**config.mk**
```make
export PLATFORM = sky130hd
export DESIGN_NAME = anchor_free_box_decode_core
export DESIGN_NICKNAME = d
export VERILOG_FILES = /design/src/afbd_pkg.sv /design/src/afbd_corner.sv /design/src/afbd_class_sel.sv /design/src/anchor_free_box_decode_core.sv
export SDC_FILE = /design/constraint.sdc
export NUM_CORES = 1
export LEC_CHECK = 0
export BUFFER_PORTS_ARGS = -buffer_cell sky130_fd_sc_hd__buf_2
export CAP_MARGIN = 20
export CELL_PAD_IN_SITES_DETAIL_PLACEMENT = 0
export CELL_PAD_IN_SITES_GLOBAL_PLACEMENT = 1
export CORE_ASPECT_RATIO = 1.75
export CORE_MARGIN = 2
export CORE_UTILIZATION = 35
export CTS_BUF_LIST = sky130_fd_sc_hd__clkbuf_4 sky130_fd_sc_hd__clkbuf_8
export DETAILED_ROUTE_END_ITERATION = 6
export PLACE_DENSITY_LB_ADDON = 0.1
export SETUP_SLACK_MARGIN = 0.4
export SYNTH_ARGS = -nofsm -noshare
export SYNTH_HDL_FRONTEND = slang
export SYNTH_SLANG_ARGS = --single-unit
```
**constraint.sdc**
```tcl
create_clock -name clk -period 12.4 [get_ports clk]
set_clock_uncertainty 0.2 [all_clocks]
set_input_delay 2.48 -clock clk [delete_from_list [all_inputs] [get_ports clk]]
set_output_delay 2.48 -clock clk [all_outputs]
set_load 0.01 [all_outputs]
```
**src/afbd_pkg.sv**
```systemverilog
// Shared types and constants of the anchor-free box decode block.
package afbd_pkg;

  // Largest number of classes in one grid cell; the class counter wraps after it.
  localparam int MAX_CLASSES = 256;
  localparam int CLASS_W     = 8;

  // Field widths.
  localparam int LOGIT_W  = 16;
  localparam int DIST_W   = 16;
  localparam int CELL_W   = 8;
  localparam int SHIFT_W  = 3;
  localparam int EXP_W    = 5;
  localparam int CORNER_W = 24;
  localparam int CFG_IDX_W  = 2;
  localparam int CFG_DATA_W = 16;

  // Saturation limits of a corner coordinate.
  localparam logic signed [39:0] CORNER_MAX = 40'sd8388607;
  localparam logic signed [39:0] CORNER_MIN = -40'sd8388608;

  // Reset values of the configuration registers.
  localparam logic signed [LOGIT_W-1:0] THRESHOLD_RESET = '0;
  localparam logic signed [EXP_W-1:0]   EXPONENT_RESET  = -5'sd4;

  // Configuration register indexes.
  typedef enum logic [CFG_IDX_W-1:0] {
    CFG_THRESHOLD = 2'd0,
    CFG_EXPONENT  = 2'd1
  } cfg_index_t;

  // Running selection of one cell, as it stands after the current item.
  typedef struct packed {
    logic                      found;
    logic signed [LOGIT_W-1:0] best;
    logic [CLASS_W-1:0]        cls;
  } sel_t;

endpackage

```
**src/afbd_corner.sv**
```systemverilog
// Exact fixed-point decode of one box corner, truncated toward zero and saturated.
module afbd_corner (
  input  logic [afbd_pkg::CELL_W-1:0]          grid_pos,
  input  logic signed [afbd_pkg::DIST_W-1:0]   dist_raw,
  input  logic                                 minus,
  input  logic [afbd_pkg::SHIFT_W-1:0]         sshift,
  input  logic signed [afbd_pkg::EXP_W-1:0]    box_exponent,
  output logic signed [afbd_pkg::CORNER_W-1:0] corner
);
  import afbd_pkg::*;

  logic [EXP_W-1:0]   dist_shamt;
  logic signed [48:0] pos;
  logic signed [47:0] dist_ext;
  logic signed [47:0] dist_sh;
  logic signed [48:0] sum;
  logic signed [55:0] scaled;
  logic signed [39:0] quot;
  logic               round_up;
  logic signed [39:0] quot_tz;

  // Cell center in units of 2^-16; the distance scale 2^(16+exponent) is a shift.
  assign dist_shamt = {~box_exponent[EXP_W-1], box_exponent[EXP_W-2:0]};
  assign pos        = 49'({1'b0, grid_pos, 16'h8000});
  assign dist_ext   = 48'(dist_raw);
  assign dist_sh    = dist_ext <<< dist_shamt;
  assign sum        = minus ? (pos - 49'(dist_sh)) : (pos + 49'(dist_sh));
  assign scaled     = 56'(sum) <<< sshift;

  // Divide by 2^16 with truncation toward zero: floor, plus one for a
  // negative value with a nonzero fraction.
  assign quot     = scaled[55:16];
  assign round_up = scaled[55] && (scaled[15:0] != 16'h0000);
  assign quot_tz  = quot + $signed({39'd0, round_up});

  // Saturate to the signed 24-bit range.
  always_comb begin
    if (quot_tz > CORNER_MAX) begin
      corner = CORNER_MAX[CORNER_W-1:0];
    end else if (quot_tz < CORNER_MIN) begin
      corner = CORNER_MIN[CORNER_W-1:0];
    end else begin
      corner = quot_tz[CORNER_W-1:0];
    end
  end

endmodule

```
**src/afbd_class_sel.sv**
```systemverilog
// Running best-class selection over the items of one grid cell.
module afbd_class_sel (
  input  logic                               clk,
  input  logic                               rst,
  input  logic                               step,
  input  logic signed [afbd_pkg::LOGIT_W-1:0] logit,
  input  logic                               last,
  input  logic signed [afbd_pkg::LOGIT_W-1:0] threshold,
  output afbd_pkg::sel_t                     sel
);
  import afbd_pkg::*;

  logic signed [LOGIT_W-1:0] running_best;
  logic [CLASS_W-1:0]        running_class;
  logic                      found_any;
  logic [CLASS_W-1:0]        class_counter;
  logic [CLASS_W-1:0]        class_counter_next;
  logic                      pass;
  logic                      take;

  // A logit above threshold wins if it is the first or strictly larger.
  assign pass = logit > threshold;
  assign take = pass && (!found_any || (logit > running_best));

  always_comb begin
    sel.found = found_any || pass;
    sel.best  = take ? logit : running_best;
    sel.cls   = take ? class_counter : running_class;
  end

  // Class counter wraps after the last supported class.
  assign class_counter_next = (class_counter == CLASS_W'(MAX_CLASSES - 1)) ?
                              '0 : class_counter + 1'b1;

  // Cell state advances on each transfer and clears after the last class.
  always_ff @(posedge clk) begin
    if (rst) begin
      running_best  <= '0;
      running_class <= '0;
      found_any     <= 1'b0;
      class_counter <= '0;
    end else if (step) begin
      if (last) begin
        running_best  <= '0;
        running_class <= '0;
        found_any     <= 1'b0;
        class_counter <= '0;
      end else begin
        running_best  <= sel.best;
        running_class <= sel.cls;
        found_any     <= sel.found;
        class_counter <= class_counter_next;
      end
    end
  end

`ifndef NO_ASSERTIONS
  // The cell state is empty after its last class.
  a_clear_on_last: assert property (@(posedge clk) disable iff (rst)
    step && last |=> !found_any && (class_counter == '0))
    else $error("cell state not cleared after last class");

  // With nothing found, the stored best and class stay at zero.
  a_empty_is_zero: assert property (@(posedge clk) disable iff (rst)
    !found_any |-> (running_best == '0) && (running_class == '0))
    else $error("stale selection while nothing found");

  // A winning class records the counter value at which it arrived.
  a_class_from_counter: assert property (@(posedge clk) disable iff (rst)
    step && take && !last |=> running_class == $past(class_counter))
    else $error("winning class does not match counter");
`endif

endmodule

```
**src/anchor_free_box_decode_core.sv**
```systemverilog
// Top level of the anchor-free box decode block.
//
// Input channel (in_valid/in_ready) carries one class logit per transfer, the
// classes of a grid cell in order, with class_last on the final one; the cell
// position, stride and box distances ride along and are used on the last item.
// Output channel (out_valid/out_ready) carries at most one result per cell:
// best class, its raw logit and four saturated pixel corners.
// Configuration channel (cfg_valid/cfg_ready, always ready) writes the logit
// threshold (index 0) and the box exponent (index 1); other indexes are ignored.
// Throughput is one item per cycle unless a held result stalls the input. An
// item waits in the input register, and its result is loaded into the output
// register when the item moves on, which raises out_valid; the result then
// transfers from the output register. The input register and the output
// register are the only stages, and the compare plus corner shift-add sit
// between them.
// When the receiver stalls, the held result blocks only a last item that would
// produce a new result; other items keep flowing.
// Synchronous reset clears the cell state and both valids and restores the
// register defaults (threshold 0, exponent -4).
module anchor_free_box_decode_core (
  input  logic                                  clk,
  input  logic                                  rst,
  // Configuration write channel
  input  logic                                  cfg_valid,
  output logic                                  cfg_ready,
  input  logic [afbd_pkg::CFG_IDX_W-1:0]        cfg_index,
  input  logic [afbd_pkg::CFG_DATA_W-1:0]       cfg_data,
  // Input channel
  input  logic                                  in_valid,
  output logic                                  in_ready,
  input  logic signed [afbd_pkg::LOGIT_W-1:0]   class_logit,
  input  logic                                  class_last,
  input  logic [afbd_pkg::CELL_W-1:0]           cell_col,
  input  logic [afbd_pkg::CELL_W-1:0]           cell_row,
  input  logic [afbd_pkg::SHIFT_W-1:0]          stride_shift,
  input  logic signed [afbd_pkg::DIST_W-1:0]    dist_left,
  input  logic signed [afbd_pkg::DIST_W-1:0]    dist_top,
  input  logic signed [afbd_pkg::DIST_W-1:0]    dist_right,
  input  logic signed [afbd_pkg::DIST_W-1:0]    dist_bottom,
  // Output channel
  output logic                                  out_valid,
  input  logic                                  out_ready,
  output logic [afbd_pkg::CLASS_W-1:0]          class_id,
  output logic signed [afbd_pkg::LOGIT_W-1:0]   best_logit,
  output logic signed [afbd_pkg::CORNER_W-1:0]  corner_x1,
  output logic signed [afbd_pkg::CORNER_W-1:0]  corner_y1,
  output logic signed [afbd_pkg::CORNER_W-1:0]  corner_x2,
  output logic signed [afbd_pkg::CORNER_W-1:0]  corner_y2
);
  import afbd_pkg::*;

  logic signed [LOGIT_W-1:0] class_threshold_raw;
  logic signed [EXP_W-1:0]   box_exponent;

  logic                      s1_valid;
  logic signed [LOGIT_W-1:0] s1_logit;
  logic                      s1_last;
  logic [CELL_W-1:0]         s1_col;
  logic [CELL_W-1:0]         s1_row;
  logic [SHIFT_W-1:0]        s1_shift;
  logic signed [DIST_W-1:0]  s1_left;
  logic signed [DIST_W-1:0]  s1_top;
  logic signed [DIST_W-1:0]  s1_right;
  logic signed [DIST_W-1:0]  s1_bottom;

  sel_t                       sel;
  logic                       emit;
  logic                       advance;
  logic signed [CORNER_W-1:0] x1;
  logic signed [CORNER_W-1:0] y1;
  logic signed [CORNER_W-1:0] x2;
  logic signed [CORNER_W-1:0] y2;

  // Configuration registers; writes are always taken.
  assign cfg_ready = 1'b1;

  always_ff @(posedge clk) begin
    if (rst) begin
      class_threshold_raw <= THRESHOLD_RESET;
      box_exponent        <= EXPONENT_RESET;
    end else if (cfg_valid) begin
      case (cfg_index)
        CFG_THRESHOLD: class_threshold_raw <= $signed(cfg_data);
        CFG_EXPONENT:  box_exponent <= $signed(cfg_data[EXP_W-1:0]);
        default: ;
      endcase
    end
  end

  // The input stage moves on unless it has a result and the output is held.
  assign emit     = s1_valid && s1_last && sel.found;
  assign advance  = s1_valid && (!emit || !out_valid || out_ready);
  assign in_ready = !s1_valid || advance;

  // Input register.
  always_ff @(posedge clk) begin
    if (rst) begin
      s1_valid <= 1'b0;
    end else if (in_ready) begin
      s1_valid <= in_valid;
    end
  end

  always_ff @(posedge clk) begin
    if (in_valid && in_ready) begin
      s1_logit  <= class_logit;
      s1_last   <= class_last;
      s1_col    <= cell_col;
      s1_row    <= cell_row;
      s1_shift  <= stride_shift;
      s1_left   <= dist_left;
      s1_top    <= dist_top;
      s1_right  <= dist_right;
      s1_bottom <= dist_bottom;
    end
  end

  afbd_class_sel u_sel (
    .clk       (clk),
    .rst       (rst),
    .step      (advance),
    .logit     (s1_logit),
    .last      (s1_last),
    .threshold (class_threshold_raw),
    .sel       (sel)
  );

  // Four corner decoders: left and top subtract, right and bottom add.
  afbd_corner u_x1 (
    .grid_pos (s1_col), .dist_raw (s1_left), .minus (1'b1), .sshift (s1_shift),
    .box_exponent (box_exponent), .corner (x1)
  );
  afbd_corner u_y1 (
    .grid_pos (s1_row), .dist_raw (s1_top), .minus (1'b1), .sshift (s1_shift),
    .box_exponent (box_exponent), .corner (y1)
  );
  afbd_corner u_x2 (
    .grid_pos (s1_col), .dist_raw (s1_right), .minus (1'b0), .sshift (s1_shift),
    .box_exponent (box_exponent), .corner (x2)
  );
  afbd_corner u_y2 (
    .grid_pos (s1_row), .dist_raw (s1_bottom), .minus (1'b0), .sshift (s1_shift),
    .box_exponent (box_exponent), .corner (y2)
  );

  // Output register.
  always_ff @(posedge clk) begin
    if (rst) begin
      out_valid <= 1'b0;
    end else if (advance && emit) begin
      out_valid <= 1'b1;
    end else if (out_ready) begin
      out_valid <= 1'b0;
    end
  end

  always_ff @(posedge clk) begin
    if (advance && emit) begin
      class_id   <= sel.cls;
      best_logit <= sel.best;
      corner_x1  <= x1;
      corner_y1  <= y1;
      corner_x2  <= x2;
      corner_y2  <= y2;
    end
  end

`ifndef NO_ASSERTIONS
  // A new result comes only from a last item that moved on.
  a_result_from_last: assert property (@(posedge clk) disable iff (rst)
    !out_valid ##1 out_valid |-> $past(advance && s1_last))
    else $error("result without a last class");

  // A held input item stays in the input register.
  a_s1_hold: assert property (@(posedge clk) disable iff (rst)
    s1_valid && !advance |=> s1_valid)
    else $error("input stage item dropped");

  // A result is blocked only while the output is held.
  a_block_reason: assert property (@(posedge clk) disable iff (rst)
    s1_valid && !advance |-> emit && out_valid && !out_ready)
    else $error("input stage stalled without cause");
`endif

endmodule

```
==> impl_metrics.toml <==
[synth]
syn_nets = 4540
ys_seq_elements = 276
synth_most_common_cell = "nand2_1"
synthSimpleGateAreaFrac_pct = 22.7
synth_cells = 4340
synth_fa_ha_area_share_pct = 2.81
synth.mux.area_fraction_pct = 14.0
synth_compound_area_share_pct = 28.3
synth_area_um2 = 34800
synth_top_area_share_pct = 19.0
synth_top_area_cell = "edfxtp_1"
synth_top_family_by_area = "compound AO/OA/AOI/OAI gates"
yosysSeqAreaShare_pct = 22.2
syn_area_per_cell_um2 = 8.02
synth-edff-count = 220
synth_xor_area_share_pct = 4.63
synth_ff_type = "edfxtp_1"
synth_area_leaders = "edfxtp_1 (19%), mux4_2 (6.5%), mux2i_1 (5.1%), nand2_1 (4.5%), nor2_1 (4.4%)"
yosysWarnings = 0
yosysUniqueCellTypes = 123
synthArstFlopShare_pct = 0
ys_top_cells_by_count = "nand2_1 (413), nor2_1 (409), a21oi_1 (304)"

[layout]
areaGrowthSynthToFinish_pct = 8.89
nFillCells = 10500
final_nets = 4585
layout-drive-gt1-share_pct = 16.2
multi_input_comb_area_um2 = 25300
register_area_um2 = 7750

[power]
p_int_mw = 2.11
clockPowerShare_pct = 23.8
p_sw_mw = 1.63
max-vdd-ir-drop_uv = 90.6
power.density_nw_per_um2 = 98.7
switching_share_pct = 43.5
p_leak_nw = 13.5
comb_power_share_pct = 47.0
seqPwrFrac_pct = 29.2

[die]
rows = 153
die_x_um = 242
boundaryPins = 246
dieArea_um2 = 102000
start_util_pct = 35.2
die_h_um = 421
coreArea_um2 = 99000

[run_status]
status = "completed"

[timing]
rsz0062_at_grt = "no"
setup_ws_ps = 2910
fin_setup_tns_ps = 0
hold_violations = 0
fmax_mhz = 105
worst_pin_slew_ps = 1160
relSlewSlack_pct = 22.6
setup_violations = 0
slew_viol_final = 0
timing.final.crit_share_pct = 76.6
period_minus_slack_ps = 9490

[clock_network]
cts.root.buffer_cell = "clkbuf_8"
cts_tree = "yes"
cts_hold_buf = 0
clockBufferDepth = 3
cts_made_buffers = 46
post_cts_buffers = 0
cts_resized = 0
clock-sinks = 276
clkLatencyLatePin_ps = 710
path_clk_slew_ps = 70
cts_max_level = 2

[detailed_routing]
drt-pass1-iter-count = 7
dr_total_vias = 36200
post_drt_wl_per_cell_um = 27.4
drt-initial-drc-count = 3121
ant_nets = 0
wirelength_um = 157000
viasPerCell = 6.31
drc = 0

[global_routing]
grt_pass1_vias = 34900
grt_usage_pct = 29.8
grt_max_degree = 142
grt_pass1_wl_um = 234000
overflow = 0
antenna_found_initial = 6

[worst_setup_path]
critPathMaxFanout = 58
critical_path.top_delay_family = "compound AO/OA/AOI/OAI gates"
cp.depth = 25
end_kind = "register"
reg2regPathDepth = 25
slowest_delay_ps = 760
cp.required_ps = 12620
path_common_cell = "nand2_1"
r2r-start = "box_exponent[0]"
crit_type = "reg2reg"
endpoint = "corner_x2[21]"
cp_slowest_cell = "buf_4"
regToRegEndpoint = "corner_x2[21]"
crit_buf_inv = 2
crit_start = "box_exponent[0]"
arrival_ps = 9710
r2r_slack_ps = 2910
startpoint_type = "register"

[placement]
place_hpwl_um = 124000
pre_cts_ws_ps = 2950
io_buffers = 244
gp_congestion = 0.961

[run]
cap_violations = 0

[worst_hold_path]
hold_class = "reg2reg"
-- tightest hold or removal path: stages, from the launching register on --
cell and delay (ps):
dfxtp_1 310, nand2_1 50, a21oi_1 50
-- cells in the final DEF (no fill, tap or decap), types with 72 or more instances in the layout --
| cell type | count |
|---|---|
| xnor2_1 | 108 |
| edfxtp_1 | 220 |
| ha_1 | 75 |
| nand3_1 | 146 |
| nor3_1 | 115 |
| buf_2 | 244 |
| inv_1 | 82 |
| a21oi_1 | 303 |
| buf_4 | 79 |
| a31oi_1 | 80 |
| o21ai_0 | 270 |
| nor2_1 | 409 |
| a211oi_1 | 72 |
| xor2_1 | 76 |
| mux4_2 | 101 |
| mux2i_1 | 176 |
| nand2_1 | 413 |
-- cells by family after synthesis --
group | after synthesis
compound gates | 1442
xor+xnor | 184
fa+ha+maj | 77
buf+inv | 420
flops | 276
mux | 351
other cells | 1
simple gates | 1589
-- routing by layer --
| layer | up-vias | GRT usage (%) | share of wire, % |
|---|---|---|---|
| met4 | 6 | 18.0 | 7.0 |
| met2 | 1478 | 49.0 | 46 |
| met1 | 17500 | 37.5 | 41 |
| met5 | - | 0 | 0.026 |
| met3 | 340 | 3.34 | 5.4 |
| li1 | 16900 | - | - |
-- power by group through the flow --
stage	Sequential, mW	Combinational, mW	Clock [mW]
after floorplan	1.09	1.19	0
after global placement	1.11	1.72	0
after detailed placement	1.11	1.71	0
after CTS	1.09	1.72	0.935
after global routing	1.10	1.89	0.959
final	1.09	1.76	0.891
-- flip-flops by register name, indices dropped and copies added, names as in the netlist, 16 cells and up --
register / flops
corner_x1: 24
s1_right: 16
s1_top: 16
u_sel.running_best: 16
corner_y2: 24
s1_bottom: 16
s1_left: 16
class_threshold_raw: 16
corner_x2: 24
best_logit: 16
s1_logit: 16
corner_y1: 24
-- metrics by stage --
stage / cells / utilization [%] / cell area, µm² / hold WS [ps] / total power [mW]
after floorplan: 4340 / - / 34800 / 236 / 2.29
final: 5741 / 38.3 / 37900 / 257 / 3.74
after global routing: 5738 / 38.3 / 37900 / 274 / 3.95
after global placement: 5654 / 37.3 / 36900 / 244 / 2.83
after CTS: 5737 / 38.3 / 37900 / 256 / 3.75
after detailed placement: 5654 / 37.3 / 36900 / 247 / 2.82
-- layout make-up --
cell class | count | share of cell area, %
Multi-Input combinational cell | 3644 | 66.6
Clock inverter | 19 | 0.528
Sequential cell | 276 | 20.4
Inverter | 89 | 0.901
Clock buffer | 64 | 2.08
Tap cell | 1317 | 4.35
Antenna cell | 4 | 0.0264
Timing Repair Buffer | 328 | 5.05
-- worst min-delay path by stage --
| stage | from | end | cells after the start |
|---|---|---|---|
| after floorplan | class_threshold_raw[10] | class_threshold_raw[10] | 2 |
| after global placement | class_threshold_raw[13] | class_threshold_raw[13] | 2 |
| after detailed placement | class_threshold_raw[7] | class_threshold_raw[7] | 2 |
| after CTS | class_threshold_raw[7] | class_threshold_raw[7] | 2 |
| after global routing | class_threshold_raw[10] | class_threshold_raw[10] | 2 |
| final | class_threshold_raw[10] | class_threshold_raw[10] | 2 |
(Power assumes the default switching activity.)
